### config.mk
export PLATFORM = sky130hd
export DESIGN_NAME = udp_peer_session_table
export DESIGN_NICKNAME = d
export VERILOG_FILES = /design/src/rtl/core/upst_pkg.sv /design/src/rtl/core/upst_ctrl.sv /design/src/rtl/core/upst_dp.sv /design/src/rtl/core/udp_peer_session_table.sv
export SDC_FILE = /design/constraint.sdc
export NUM_CORES = 2
export LEC_CHECK = 0
export BUFFER_PORTS_ARGS = -buffer_cell sky130_fd_sc_hd__buf_2
export CAP_MARGIN = 15
export CORE_MARGIN = 5
export CORE_UTILIZATION = 43
export DETAILED_ROUTE_END_ITERATION = 7
export PLACE_DENSITY = 0.54
export SYNTH_ARGS = -nofsm -noshare
export SYNTH_HDL_FRONTEND = slang
export SYNTH_SLANG_ARGS = --single-unit
### constraint.sdc
create_clock -name clk -period 14.1 [get_ports clk]
set_input_delay 1.41 -clock clk [delete_from_list [all_inputs] [get_ports clk]]
set_output_delay 1.41 -clock clk [all_outputs]
set_load 0.1 [all_outputs]
### src/rtl/core/upst_pkg.sv
// ----------------------------------------------------------------------------
// upst_pkg
// Types and constants shared by the UDP peer session table modules.
// ----------------------------------------------------------------------------
`default_nettype none

package upst_pkg;

    // Field widths
    localparam int ID_W     = 5;
    localparam int ADDR_W   = 32;
    localparam int PORT_W   = 16;
    localparam int NOW_W    = 48;
    localparam int PING_W   = 32;
    localparam int KIND_W   = 3;
    localparam int REPLY_W  = 2;
    localparam int CFG_W    = 16;
    localparam int CIDX_W   = 2;

    // Stream payload widths
    localparam int IN_DATA_W  = 96;
    localparam int IN_USER_W  = 4;
    localparam int OUT_DATA_W = 88;
    localparam int OUT_USER_W = 8;

    // Register indexes
    localparam logic [CIDX_W-1:0] REG_MAX_PEERS   = 2'd0;
    localparam logic [CIDX_W-1:0] REG_TIMEOUT     = 2'd1;
    localparam logic [CIDX_W-1:0] REG_PING_OFFSET = 2'd2;

    // Register reset values
    localparam logic [ID_W-1:0]  MAX_PEERS_RST   = 5'd16;
    localparam logic [CFG_W-1:0] TIMEOUT_RST     = 16'd5000;
    localparam logic [CFG_W-1:0] PING_OFFSET_RST = 16'd1000;

    // Input function codes
    localparam logic FUNC_PACKET = 1'b0;
    localparam logic FUNC_SCAN   = 1'b1;

    // Packet kinds
    localparam logic [KIND_W-1:0] KIND_CONNECT    = 3'd0;
    localparam logic [KIND_W-1:0] KIND_DISCONNECT = 3'd1;
    localparam logic [KIND_W-1:0] KIND_PING       = 3'd2;
    localparam logic [KIND_W-1:0] KIND_TIMEOUT    = 3'd3;
    localparam logic [KIND_W-1:0] KIND_DATA       = 3'd4;
    localparam logic [KIND_W-1:0] KIND_NOFREE     = 3'd5;

    // Reply kinds
    localparam logic [REPLY_W-1:0] REPLY_NONE   = 2'd0;
    localparam logic [REPLY_W-1:0] REPLY_ACK    = 2'd1;
    localparam logic [REPLY_W-1:0] REPLY_NOFREE = 2'd2;
    localparam logic [REPLY_W-1:0] REPLY_PING   = 2'd3;

    // Event kinds
    localparam logic EV_PACKET  = 1'b0;
    localparam logic EV_TIMEOUT = 1'b1;

    localparam logic [PING_W-1:0] PING_MAX = '1;

    typedef enum logic [3:0] {
        ST_IDLE,
        ST_READ,
        ST_CHECK,
        ST_DECIDE,
        ST_PING,
        ST_ALLOC,
        ST_UPDATE,
        ST_EMIT,
        ST_FLUSH
    } state_t;

    typedef struct packed {
        logic load;       // take the input item
        logic rd;         // read the slot at the scan index
        logic idx_inc;    // advance the scan index
        logic pkt_check;  // record match, free slot and count for a packet
        logic scan_take;  // take an expired slot during a scan
        logic alloc;      // write the sender into the first free slot
        logic ping_diff;  // form now minus last seen
        logic update;     // refresh, clear or ping the chosen slot
        logic emit_pkt;   // load the packet verdict into the output
        logic emit_pend;  // load the pending event as the final one
    } cmd_t;

    typedef struct packed {
        logic new_func;
        logic func;
        logic lim_zero;
        logic last_idx;
        logic expired;
        logic pend_valid;
        logic out_free;
        logic refused;
        logic is_connect;
        logic ping_match;
    } status_t;

endpackage

`default_nettype wire

### src/rtl/core/upst_ctrl.sv
// ----------------------------------------------------------------------------
// upst_ctrl
// Sequencer for the session table: slot scan, allocation, update, emit.
// ----------------------------------------------------------------------------
`default_nettype none

module upst_ctrl
    import upst_pkg::*;
(
    input  wire logic    clk,
    input  wire logic    rst_n,
    input  wire logic    s_tvalid,
    output logic         s_tready,
    input  wire status_t st,
    output cmd_t         cmd
);

    state_t state_reg;
    state_t state_next;
    logic   take_ok;

    // a new event may be taken when no event is pending or the output frees
    assign take_ok = !st.pend_valid || st.out_free;

    always_ff @(posedge clk or negedge rst_n)
    begin
        if (!rst_n)
        begin
            state_reg <= ST_IDLE;
        end
        else
        begin
            state_reg <= state_next;
        end
    end

    always_comb
    begin
        state_next = state_reg;
        unique case (state_reg)
            ST_IDLE:
            begin
                if (s_tvalid)
                begin
                    if (!st.lim_zero)
                    begin
                        state_next = ST_READ;
                    end
                    else if (st.new_func == FUNC_SCAN)
                    begin
                        state_next = ST_FLUSH;
                    end
                    else
                    begin
                        state_next = ST_DECIDE;
                    end
                end
            end
            ST_READ:
            begin
                state_next = ST_CHECK;
            end
            ST_CHECK:
            begin
                if (st.func == FUNC_PACKET)
                begin
                    state_next = st.last_idx ? ST_DECIDE : ST_READ;
                end
                else if (!st.expired || take_ok)
                begin
                    state_next = st.last_idx ? ST_FLUSH : ST_READ;
                end
            end
            ST_DECIDE:
            begin
                priority if (st.refused)
                begin
                    state_next = ST_EMIT;
                end
                else if (st.is_connect)
                begin
                    state_next = ST_ALLOC;
                end
                else if (st.ping_match)
                begin
                    state_next = ST_PING;
                end
                else
                begin
                    state_next = ST_UPDATE;
                end
            end
            ST_PING:
            begin
                state_next = ST_UPDATE;
            end
            ST_ALLOC:
            begin
                state_next = ST_UPDATE;
            end
            ST_UPDATE:
            begin
                state_next = ST_EMIT;
            end
            ST_EMIT:
            begin
                if (st.out_free)
                begin
                    state_next = ST_IDLE;
                end
            end
            ST_FLUSH:
            begin
                if (!st.pend_valid || st.out_free)
                begin
                    state_next = ST_IDLE;
                end
            end
            default:
            begin
                state_next = ST_IDLE;
            end
        endcase
    end

    always_comb
    begin
        cmd      = '0;
        s_tready = 1'b0;
        unique case (state_reg)
            ST_IDLE:
            begin
                s_tready = 1'b1;
                cmd.load = s_tvalid;
            end
            ST_READ:
            begin
                cmd.rd = 1'b1;
            end
            ST_CHECK:
            begin
                if (st.func == FUNC_PACKET)
                begin
                    cmd.pkt_check = 1'b1;
                    cmd.idx_inc   = !st.last_idx;
                end
                else if (!st.expired || take_ok)
                begin
                    cmd.scan_take = st.expired;
                    cmd.idx_inc   = !st.last_idx;
                end
            end
            ST_PING:
            begin
                cmd.ping_diff = 1'b1;
            end
            ST_ALLOC:
            begin
                cmd.alloc = 1'b1;
            end
            ST_UPDATE:
            begin
                cmd.update = 1'b1;
            end
            ST_EMIT:
            begin
                cmd.emit_pkt = st.out_free;
            end
            ST_FLUSH:
            begin
                cmd.emit_pend = st.pend_valid && st.out_free;
            end
            default:
            begin
                cmd = '0;
            end
        endcase
    end

endmodule

`default_nettype wire

### src/rtl/core/upst_dp.sv
// ----------------------------------------------------------------------------
// upst_dp
// Session table datapath: registers, slot memories, compare and time math,
// pending timeout event and the output register.
// ----------------------------------------------------------------------------
`default_nettype none

module upst_dp
    import upst_pkg::*;
#(
    parameter int SLOTS     = 16,
    parameter int TIME_BITS = 48
)
(
    input  wire logic                  clk,
    input  wire logic                  rst_n,
    input  wire logic                  cfg_we,
    input  wire logic [CIDX_W-1:0]     cfg_index,
    input  wire logic [CFG_W-1:0]      cfg_data,
    input  wire logic [IN_DATA_W-1:0]  s_tdata,
    input  wire logic [IN_USER_W-1:0]  s_tuser,
    output logic                       m_tvalid,
    input  wire logic                  m_tready,
    output logic [OUT_DATA_W-1:0]      m_tdata,
    output logic                       m_tlast,
    output logic [OUT_USER_W-1:0]      m_tuser,
    input  wire cmd_t                  cmd,
    output status_t                    st
);

    localparam int IDX_W = (SLOTS > 1) ? $clog2(SLOTS) : 1;

    typedef logic [TIME_BITS-1:0] stime_t;

    // configuration
    logic [ID_W-1:0]  max_peers_reg;
    logic [CFG_W-1:0] timeout_reg;
    logic [CFG_W-1:0] offset_reg;
    logic [ID_W-1:0]  lim;

    // item
    logic              func_reg;
    logic [KIND_W-1:0] kind_reg;
    logic [KIND_W-1:0] kind_in;
    logic [ADDR_W-1:0] src_addr_reg;
    logic [PORT_W-1:0] src_port_reg;
    stime_t            now_reg;

    // slot memories and valid bits
    logic [ADDR_W-1:0] mem_addr [SLOTS];
    logic [PORT_W-1:0] mem_port [SLOTS];
    stime_t            mem_time [SLOTS];
    logic [PING_W-1:0] mem_ping [SLOTS];
    logic [SLOTS-1:0]  used_reg;
    logic [SLOTS-1:0]  pvalid_reg;

    logic [ID_W-1:0]   idx_reg;
    logic [IDX_W-1:0]  rd_idx;
    logic [ADDR_W-1:0] rd_addr_reg;
    logic [PORT_W-1:0] rd_port_reg;
    stime_t            rd_time_reg;
    logic [PING_W-1:0] rd_ping_reg;
    logic              rd_used_reg;
    logic              rd_pvalid_reg;
    logic [PING_W-1:0] rd_ping;

    // packet scan results
    logic              cid_found_reg;
    logic [ID_W-1:0]   cid_idx_reg;
    logic [PING_W-1:0] cid_ping_reg;
    stime_t            match_time_reg;
    logic              free_found_reg;
    logic [ID_W-1:0]   free_idx_reg;
    logic [PING_W-1:0] free_ping_reg;
    logic [ID_W-1:0]   active_reg;

    // ping math
    stime_t            diff_reg;
    logic              diff_ok_reg;
    logic [TIME_BITS:0] ping_sub;
    stime_t            ping_val;
    logic [PING_W-1:0] ping_sat;

    // scan events
    logic [TIME_BITS:0] age_sub;
    logic              expired;
    logic              pend_valid_reg;
    logic [ID_W-1:0]   pend_idx_reg;
    logic [PING_W-1:0] pend_ping_reg;
    logic [ADDR_W-1:0] pend_addr_reg;
    logic [PORT_W-1:0] pend_port_reg;

    // write controls
    logic              hit;
    logic              clear_kind;
    logic              refused;
    logic              time_we;
    logic [IDX_W-1:0]  time_wa;
    logic              ping_we;
    logic [IDX_W-1:0]  cid_wa;
    logic [IDX_W-1:0]  free_wa;

    // output register
    logic              out_free;
    logic              out_load;
    logic              out_valid_reg;
    logic              ek_next, ek_reg;
    logic              cv_next, cv_reg;
    logic [ID_W-1:0]   cid_next, cid_reg;
    logic [REPLY_W-1:0] rk_next, rk_reg;
    logic [KIND_W-1:0] dk_next, dk_reg;
    logic              pv_next, pv_reg;
    logic [PING_W-1:0] ping_next, ping_reg;
    logic [ADDR_W-1:0] paddr_next, paddr_reg;
    logic [PORT_W-1:0] pport_next, pport_reg;
    logic              last_next, last_reg;

    // ---------------- configuration ----------------
    always_ff @(posedge clk or negedge rst_n)
    begin
        if (!rst_n)
        begin
            max_peers_reg <= MAX_PEERS_RST;
            timeout_reg   <= TIMEOUT_RST;
            offset_reg    <= PING_OFFSET_RST;
        end
        else if (cfg_we)
        begin
            unique case (cfg_index)
                REG_MAX_PEERS:   max_peers_reg <= cfg_data[ID_W-1:0];
                REG_TIMEOUT:     timeout_reg   <= cfg_data;
                REG_PING_OFFSET: offset_reg    <= cfg_data;
                default:         ;
            endcase
        end
    end

    assign lim = (32'(max_peers_reg) > 32'(SLOTS)) ? ID_W'(SLOTS) : max_peers_reg;

    // ---------------- item capture ----------------
    assign kind_in = (s_tuser[3:1] > KIND_DATA) ? KIND_DATA : s_tuser[3:1];

    always_ff @(posedge clk or negedge rst_n)
    begin
        if (!rst_n)
        begin
            func_reg <= FUNC_PACKET;
            idx_reg  <= '0;
        end
        else
        begin
            if (cmd.load)
            begin
                func_reg <= s_tuser[0];
                idx_reg  <= '0;
            end
            else if (cmd.idx_inc)
            begin
                idx_reg <= idx_reg + ID_W'(1);
            end
        end
    end

    always_ff @(posedge clk)
    begin
        if (cmd.load)
        begin
            kind_reg     <= kind_in;
            src_addr_reg <= s_tdata[31:0];
            src_port_reg <= s_tdata[47:32];
            now_reg      <= TIME_BITS'(s_tdata[95:48]);
        end
    end

    // ---------------- slot memories ----------------
    assign rd_idx  = IDX_W'(idx_reg);
    assign cid_wa  = IDX_W'(cid_idx_reg);
    assign free_wa = IDX_W'(free_idx_reg);

    assign clear_kind = (kind_reg == KIND_DISCONNECT) || (kind_reg == KIND_TIMEOUT);
    assign ping_we    = cmd.update && cid_found_reg && (kind_reg == KIND_PING);

    always_comb
    begin
        time_we = 1'b0;
        time_wa = '0;
        priority if (cmd.alloc)
        begin
            time_we = 1'b1;
            time_wa = free_wa;
        end
        else if (cmd.update && cid_found_reg && !clear_kind)
        begin
            time_we = 1'b1;
            time_wa = cid_wa;
        end
        else if (cmd.scan_take)
        begin
            time_we = 1'b1;
            time_wa = rd_idx;
        end
        else
        begin
            time_we = 1'b0;
        end
    end

    always_ff @(posedge clk)
    begin
        if (cmd.alloc)
        begin
            mem_addr[free_wa] <= src_addr_reg;
        end
        if (cmd.rd)
        begin
            rd_addr_reg <= mem_addr[rd_idx];
        end
    end

    always_ff @(posedge clk)
    begin
        if (cmd.alloc)
        begin
            mem_port[free_wa] <= src_port_reg;
        end
        if (cmd.rd)
        begin
            rd_port_reg <= mem_port[rd_idx];
        end
    end

    always_ff @(posedge clk)
    begin
        if (time_we)
        begin
            mem_time[time_wa] <= now_reg;
        end
        if (cmd.rd)
        begin
            rd_time_reg <= mem_time[rd_idx];
        end
    end

    always_ff @(posedge clk)
    begin
        if (ping_we)
        begin
            mem_ping[cid_wa] <= ping_sat;
        end
        if (cmd.rd)
        begin
            rd_ping_reg <= mem_ping[rd_idx];
        end
    end

    // slots never written read as unused with zero ping
    always_ff @(posedge clk or negedge rst_n)
    begin
        if (!rst_n)
        begin
            used_reg      <= '0;
            pvalid_reg    <= '0;
            rd_used_reg   <= 1'b0;
            rd_pvalid_reg <= 1'b0;
        end
        else
        begin
            if (cmd.alloc)
            begin
                used_reg[free_wa] <= 1'b1;
            end
            if (cmd.update && cid_found_reg && clear_kind)
            begin
                used_reg[cid_wa] <= 1'b0;
            end
            if (ping_we)
            begin
                pvalid_reg[cid_wa] <= 1'b1;
            end
            if (cmd.rd)
            begin
                rd_used_reg   <= used_reg[rd_idx];
                rd_pvalid_reg <= pvalid_reg[rd_idx];
            end
        end
    end

    assign rd_ping = rd_pvalid_reg ? rd_ping_reg : '0;
    assign hit     = rd_used_reg && (rd_addr_reg == src_addr_reg)
                     && (rd_port_reg == src_port_reg);

    // expired: time went forward and the idle span exceeds the timeout
    assign age_sub = {1'b0, now_reg} - {1'b0, rd_time_reg};
    assign expired = rd_used_reg && !age_sub[TIME_BITS]
                     && (age_sub[TIME_BITS-1:0] > TIME_BITS'(timeout_reg));

    // ---------------- packet scan and update ----------------
    always_ff @(posedge clk or negedge rst_n)
    begin
        if (!rst_n)
        begin
            cid_found_reg  <= 1'b0;
            free_found_reg <= 1'b0;
            active_reg     <= '0;
            pend_valid_reg <= 1'b0;
        end
        else
        begin
            if (cmd.load)
            begin
                cid_found_reg  <= 1'b0;
                free_found_reg <= 1'b0;
                active_reg     <= '0;
                pend_valid_reg <= 1'b0;
            end
            if (cmd.pkt_check)
            begin
                if (rd_used_reg)
                begin
                    active_reg <= active_reg + ID_W'(1);
                end
                if (hit)
                begin
                    cid_found_reg <= 1'b1;
                end
                if (!rd_used_reg)
                begin
                    free_found_reg <= 1'b1;
                end
            end
            if (cmd.alloc)
            begin
                cid_found_reg <= 1'b1;
            end
            if (cmd.scan_take)
            begin
                pend_valid_reg <= 1'b1;
            end
            else if (cmd.emit_pend)
            begin
                pend_valid_reg <= 1'b0;
            end
        end
    end

    always_ff @(posedge clk)
    begin
        if (cmd.pkt_check)
        begin
            if (hit && !cid_found_reg)
            begin
                cid_idx_reg    <= idx_reg;
                cid_ping_reg   <= rd_ping;
                match_time_reg <= rd_time_reg;
            end
            if (!rd_used_reg && !free_found_reg)
            begin
                free_idx_reg  <= idx_reg;
                free_ping_reg <= rd_ping;
            end
        end
        // an earlier match keeps the client id; else the new slot takes it
        if (cmd.alloc && !(cid_found_reg && (cid_idx_reg < free_idx_reg)))
        begin
            cid_idx_reg  <= free_idx_reg;
            cid_ping_reg <= free_ping_reg;
        end
        if (cmd.ping_diff)
        begin
            {diff_ok_reg, diff_reg} <= {1'b0, now_reg} - {1'b0, match_time_reg};
        end
        if (ping_we)
        begin
            cid_ping_reg <= ping_sat;
        end
        if (cmd.scan_take)
        begin
            pend_idx_reg  <= idx_reg;
            pend_ping_reg <= rd_ping;
            pend_addr_reg <= rd_addr_reg;
            pend_port_reg <= rd_port_reg;
        end
    end

    // diff_ok_reg holds the borrow; zero borrow means time moved forward
    assign ping_sub = {1'b0, diff_reg} - {1'b0, TIME_BITS'(offset_reg)};
    assign ping_val = (!diff_ok_reg && (diff_reg > TIME_BITS'(offset_reg)))
                      ? ping_sub[TIME_BITS-1:0] : '0;
    assign ping_sat = (ping_val > TIME_BITS'(PING_MAX)) ? PING_MAX
                      : ping_val[PING_W-1:0];

    assign refused = (kind_reg == KIND_CONNECT) && (active_reg >= lim);

    // ---------------- output register ----------------
    assign out_free = !out_valid_reg || m_tready;
    assign out_load = cmd.emit_pkt || cmd.emit_pend || (cmd.scan_take && pend_valid_reg);

    always_comb
    begin
        ek_next    = EV_TIMEOUT;
        cv_next    = 1'b1;
        cid_next   = pend_idx_reg;
        rk_next    = REPLY_NONE;
        dk_next    = KIND_TIMEOUT;
        pv_next    = 1'b0;
        ping_next  = pend_ping_reg;
        paddr_next = pend_addr_reg;
        pport_next = pend_port_reg;
        last_next  = cmd.emit_pend;
        if (cmd.emit_pkt)
        begin
            ek_next    = EV_PACKET;
            paddr_next = '0;
            pport_next = '0;
            last_next  = 1'b1;
            priority if (refused)
            begin
                cv_next   = 1'b1;
                cid_next  = active_reg;
                rk_next   = REPLY_NOFREE;
                dk_next   = KIND_NOFREE;
                pv_next   = 1'b0;
                ping_next = '0;
            end
            else if (cid_found_reg)
            begin
                cv_next   = 1'b1;
                cid_next  = cid_idx_reg;
                dk_next   = kind_reg;
                pv_next   = 1'b0;
                ping_next = cid_ping_reg;
                if (kind_reg == KIND_CONNECT)
                begin
                    rk_next = REPLY_ACK;
                end
                else if (kind_reg == KIND_PING)
                begin
                    rk_next = REPLY_PING;
                end
                else
                begin
                    rk_next = REPLY_NONE;
                end
            end
            else
            begin
                cv_next   = 1'b0;
                cid_next  = '0;
                rk_next   = REPLY_NONE;
                dk_next   = kind_reg;
                pv_next   = 1'b1;
                ping_next = '0;
            end
        end
    end

    always_ff @(posedge clk or negedge rst_n)
    begin
        if (!rst_n)
        begin
            out_valid_reg <= 1'b0;
        end
        else if (out_load)
        begin
            out_valid_reg <= 1'b1;
        end
        else if (m_tready)
        begin
            out_valid_reg <= 1'b0;
        end
    end

    always_ff @(posedge clk)
    begin
        if (out_load)
        begin
            ek_reg    <= ek_next;
            cv_reg    <= cv_next;
            cid_reg   <= cid_next;
            rk_reg    <= rk_next;
            dk_reg    <= dk_next;
            pv_reg    <= pv_next;
            ping_reg  <= ping_next;
            paddr_reg <= paddr_next;
            pport_reg <= pport_next;
            last_reg  <= last_next;
        end
    end

    assign m_tvalid = out_valid_reg;
    assign m_tlast  = last_reg;
    assign m_tdata  = {3'b000, pport_reg, paddr_reg, ping_reg, cid_reg};
    assign m_tuser  = {pv_reg, dk_reg, rk_reg, cv_reg, ek_reg};

    // ---------------- status ----------------
    assign st.new_func   = s_tuser[0];
    assign st.func       = func_reg;
    assign st.lim_zero   = (lim == '0);
    assign st.last_idx   = (idx_reg == lim - ID_W'(1));
    assign st.expired    = expired;
    assign st.pend_valid = pend_valid_reg;
    assign st.out_free   = out_free;
    assign st.refused    = refused;
    assign st.is_connect = (kind_reg == KIND_CONNECT);
    assign st.ping_match = (kind_reg == KIND_PING) && cid_found_reg;

endmodule

`default_nettype wire

### src/rtl/core/udp_peer_session_table.sv
// ----------------------------------------------------------------------------
// udp_peer_session_table
// Peer slot table keyed by IPv4 address and UDP port: connect, disconnect,
// ping and timeout handling per packet, and timeout scans over the first L slots.
//
// Channel   Dir  Handshake           Payload
// s_*       in   s_tvalid/s_tready   packet or scan request
// m_*       out  m_tvalid/m_tready   packet verdict or timeout event (m_tlast)
// cfg_*     in   cfg_we              register write, no read-back
//
// L = min(max_peers, SLOTS); each slot costs one memory read and one compare.
// A packet walks the slots, then DECIDE, then PING (matched ping) or ALLOC
// (connect), then UPDATE and EMIT; a refused connect goes from DECIDE to EMIT.
// A scan walks the slots, then FLUSH. Output stalls can hold CHECK, EMIT, FLUSH.
// One item is in work at a time; a finished result waits in the output
// register while the next item is accepted. Reset clears the valid bits at once.
// ----------------------------------------------------------------------------
`default_nettype none

module udp_peer_session_table
    import upst_pkg::*;
#(
    parameter int SLOTS     = 16,
    parameter int TIME_BITS = 48
)
(
    input  wire logic                  clk,
    input  wire logic                  rst_n,
    // write port
    input  wire logic                  cfg_we,
    input  wire logic [CIDX_W-1:0]     cfg_index,
    input  wire logic [CFG_W-1:0]      cfg_data,
    // input stream
    input  wire logic                  s_tvalid,
    output logic                       s_tready,
    input  wire logic [IN_DATA_W-1:0]  s_tdata,   // src_addr, src_port, now_ms
    input  wire logic [IN_USER_W-1:0]  s_tuser,   // func, packet_kind
    // output stream
    output logic                       m_tvalid,
    input  wire logic                  m_tready,
    output logic [OUT_DATA_W-1:0]      m_tdata,   // client_id, ping_ms, peer_addr,
                                                  // peer_port, zero pad
    output logic                       m_tlast,
    output logic [OUT_USER_W-1:0]      m_tuser    // event_kind, client_valid,
                                                  // reply_kind, delivered_kind,
                                                  // payload_void
);

    cmd_t    cmd;
    status_t st;

    upst_ctrl u_ctrl (
        .clk      (clk),
        .rst_n    (rst_n),
        .s_tvalid (s_tvalid),
        .s_tready (s_tready),
        .st       (st),
        .cmd      (cmd)
    );

    upst_dp #(
        .SLOTS     (SLOTS),
        .TIME_BITS (TIME_BITS)
    ) u_dp (
        .clk       (clk),
        .rst_n     (rst_n),
        .cfg_we    (cfg_we),
        .cfg_index (cfg_index),
        .cfg_data  (cfg_data),
        .s_tdata   (s_tdata),
        .s_tuser   (s_tuser),
        .m_tvalid  (m_tvalid),
        .m_tready  (m_tready),
        .m_tdata   (m_tdata),
        .m_tlast   (m_tlast),
        .m_tuser   (m_tuser),
        .cmd       (cmd),
        .st        (st)
    );

endmodule

`default_nettype wire

==> impl_metrics.json <==
{
  "cts_resized": 0,
  "tns_ns": 0,
  "critPathArrivalTime_ns": 8.91,
  "maxCapViolCount": 0,
  "drt_iter0_drc": 5340,
  "die_w_microns": 513,
  "syn-cell-area_sq_um": 109000,
  "p_seq_frac": 0.437,
  "synth_cell_types": 82,
  "n_fill_cell": 20500,
  "avgSynthCellArea_sq_um": 20.1,
  "drv_slew": 0,
  "final_cell_mix": "edfxtp_1 (2625), mux4_2 (650), clkbuf_16 (310)",
  "rsz0062_at_grt": "false",
  "final_nets": 6119,
  "synth_edf_count": 2625,
  "place.gp.congestion": 0.823,
  "reg_top3": "u_dp.mem_time x768, u_dp.mem_addr x512, u_dp.mem_ping x512",
  "post_drt_wl_per_cell_microns": 29.4,
  "synthesis.instances": 5398,
  "die_h_microns": 513,
  "grt_pass1_wl_microns": 401000,
  "dpl-instance-area_sq_um": 115000,
  "largest-register": "u_dp.mem_time",
  "first_pass_iters": 6,
  "outcome": "finished, final reports clean",
  "final_area_sq_um": 124000,
  "power.total_mw": 23.5,
  "grt_pass1_vias": 55600,
  "cts_hold_buf": 0,
  "slowest_delay_ns": 0.75,
  "gr-total-overflow": 0,
  "fin_skew_ns": 0.0855,
  "postCtsSetupRepairBufs": 0,
  "grt_max_degree": 131,
  "num_vias": 54300,
  "largest_reg_flops": 768,
  "yosysTopAreaCell": "edfxtp_1",
  "syn_to_final_growth_pct": 13.9,
  "clk_latency_ns": 0.96,
  "finalSetupViolCount": 0,
  "drtAntennaViolNets": 0,
  "worstSetupPathType": "flop to flop",
  "synthFlopType": "edfxtp_1",
  "synth.area.top_cells": "edfxtp_1 (73%), mux4_2 (13%), dfrtp_1 (1.8%), ha_1 (1.6%), xnor2_1 (0.70%)",
  "cellPowerDensity_nw_per_um2": 190,
  "drcViolationCount": 0,
  "cts_made_buffers": 306,
  "rows": 184,
  "tritoncts": "built",
  "power.leakage_nw": 40.5,
  "end_kind": "flop",
  "layout_commonest_cell": "edfxtp_1",
  "relSlewSlack": 0.198,
  "worstPathRequired_ns": 14.62,
  "ys_warn_count": 0,
  "portBuffers": 218,
  "cp_cell_sequence": "inv_1 > ha_1 > fa_1 > nand2b_1 > a211oi_1 > o211ai_1 > a21oi_1 > xor2_1 > ha_1 > nand4_1 > or3_1 > o32ai_1 > o311a_1 > nand4_1 > nor4_1 > o2111ai_1 > or4_1 > or4_4 > and2_4 > a221o_1 > nor4_2 > buf_4",
  "swShare": 0.295,
  "pwr-share-clk": 0.310,
  "min_path_type": "input port to async pin",
  "via_per_inst": 5.76,
  "worstSetupStartpointType": "flop",
  "rrSetupSlack_ns": 5.70,
  "cpMaxStageDelayCell": "buf_4",
  "p_int_mw": 16.6,
  "multi_input_area_sq_um": 26300,
  "power_frac_comb": 0.252,
  "coreArea_sq_um": 251000,
  "critical-path-top-delay-family": "simple AND/OR/NAND/NOR gates",
  "fmax_mhz": 119,
  "worstMarginPinSlew_ns": 1.20,
  "cts_sinks": 2715,
  "async_flop_share": 0.0331,
  "ir_drop_mv": 0.165,
  "htree_levels": 5,
  "netlist.area_leader.share": 0.726,
  "crit_fanout": 48,
  "place_ws_ns": 5.74,
  "period_share": 0.595,
  "final_core_util": 0.492,
  "start_util": 0.432,
  "clk_path_buf_depth": 4,
  "antenna_found_initial": 17,
  "dieArea_sq_um": 263000,
  "regArea_sq_um": 81100,
  "hold_viol_final": 0,
  "globalRouteTotalUtil": 0.209,
  "drive_gt1_frac": 0.260,
  "p_sw_mw": 6.94,
  "root_buffer": "clkbuf_16",
  "ys_seq_area_frac": 0.747,
  "cp_num_buf_inv": 2,
  "finalWirelength_microns": 277000,
  "fin_crit_ns": 8.40,
  "io_pins": 222,
  "ys_ff_latch": 2715,
  "clk_pin_slew_ns": 0.06,
  "dpl.hpwl_microns": 158000,
  "worst_slack_ns": 5.70
}
## cell type report
cell class,instances,share of cell area
diodes,7,0.000142
clock buffers,383,0.0651
clock inverters,132,0.00795
inverters,187,0.00573
multi-input cells,2265,0.213
flip-flops and latches,2715,0.655
well taps,3348,0.0339
repair buffers,377,0.0192
## power groups by stage
stage               logic [mW]  clock network, mW  registers (mW)
floorplan                 3.90                  0            10.7
global placement          6.00                  0            10.4
detailed placement        6.01                  0            10.5
CTS                       6.02               7.48            10.3
global route              6.36               7.82            10.3
finish                    5.93               7.30            10.3
## path summary, 6_finish.rpt
check                           cells past startpoint                          endpoint                           start
max in group asynchronous                           2       u_dp.idx_reg[1]$_DFFE_PN0P_                           rst_n
min in group clk                                    0  u_dp.pend_addr_reg[17]$_DFFE_PN_  u_dp.rd_addr_reg[17]$_DFFE_PP_
worst max register to register                     22    u_dp.mem_time[2][17]$_DFFE_PP_       u_dp.now_reg[0]$_DFFE_PP_
worst min register to register                      0  u_dp.pend_addr_reg[17]$_DFFE_PN_  u_dp.rd_addr_reg[17]$_DFFE_PP_
worst min-delay path                                1    u_dp.offset_reg[4]$_DFFE_PN0P_                           rst_n
worst max-delay path                               22    u_dp.mem_time[2][17]$_DFFE_PP_       u_dp.now_reg[0]$_DFFE_PP_
## logic make-up after synthesis
logic type      count (synthesis)  share of synthesized area
other cells                     1                  0.0000345
simple gates                  683                     0.0327
buf+inv                       420                     0.0149
fa+ha+maj                     144                     0.0168
xor+xnor                      156                     0.0126
compound gates                567                     0.0355
flops                        2715                      0.747
mux                           712                      0.141
## routing by layer
metal | global-route usage | vias up | part of all wire
met2 | 0.329 | 1749 | 0.47
li1 | - | 23000 | -
met5 | 0 | - | 0
met3 | 0.0309 | 415 | 0.058
met4 | 0.0508 | 0 | 0.023
met1 | 0.310 | 29100 | 0.45
## cells in the mapped netlist (34+ instances only)
| cell | instances |
|---|---|
| o21ai_0 | 84 |
| nor2b_1 | 34 |
| nand2b_1 | 36 |
| a22o_1 | 34 |
| nor2_1 | 128 |
| a21oi_1 | 147 |
| and2_1 | 81 |
| ha_1 | 141 |
| edfxtp_1 | 2625 |
| nand2_1 | 154 |
| nor3_1 | 49 |
| dfrtp_1 | 78 |
| xnor2_1 | 87 |
| clkbuf_1 | 159 |
| nand4_1 | 40 |
| mux2_2 | 45 |
| a21o_1 | 73 |
| xor2_1 | 69 |
| inv_1 | 186 |
| mux4_2 | 650 |
| nand3_1 | 34 |
| buf_1 | 62 |
## stage by stage
step,std cells,hold WS (ns)
2_1_floorplan,5400,0.426
3_3_place_gp,8886,0.435
3_5_place_dp,8886,0.433
4_1_cts,9401,0.337
5_1_grt,9410,0.372
6_report,9414,0.411
No activity file was read; power rests on OpenSTA's default activity.
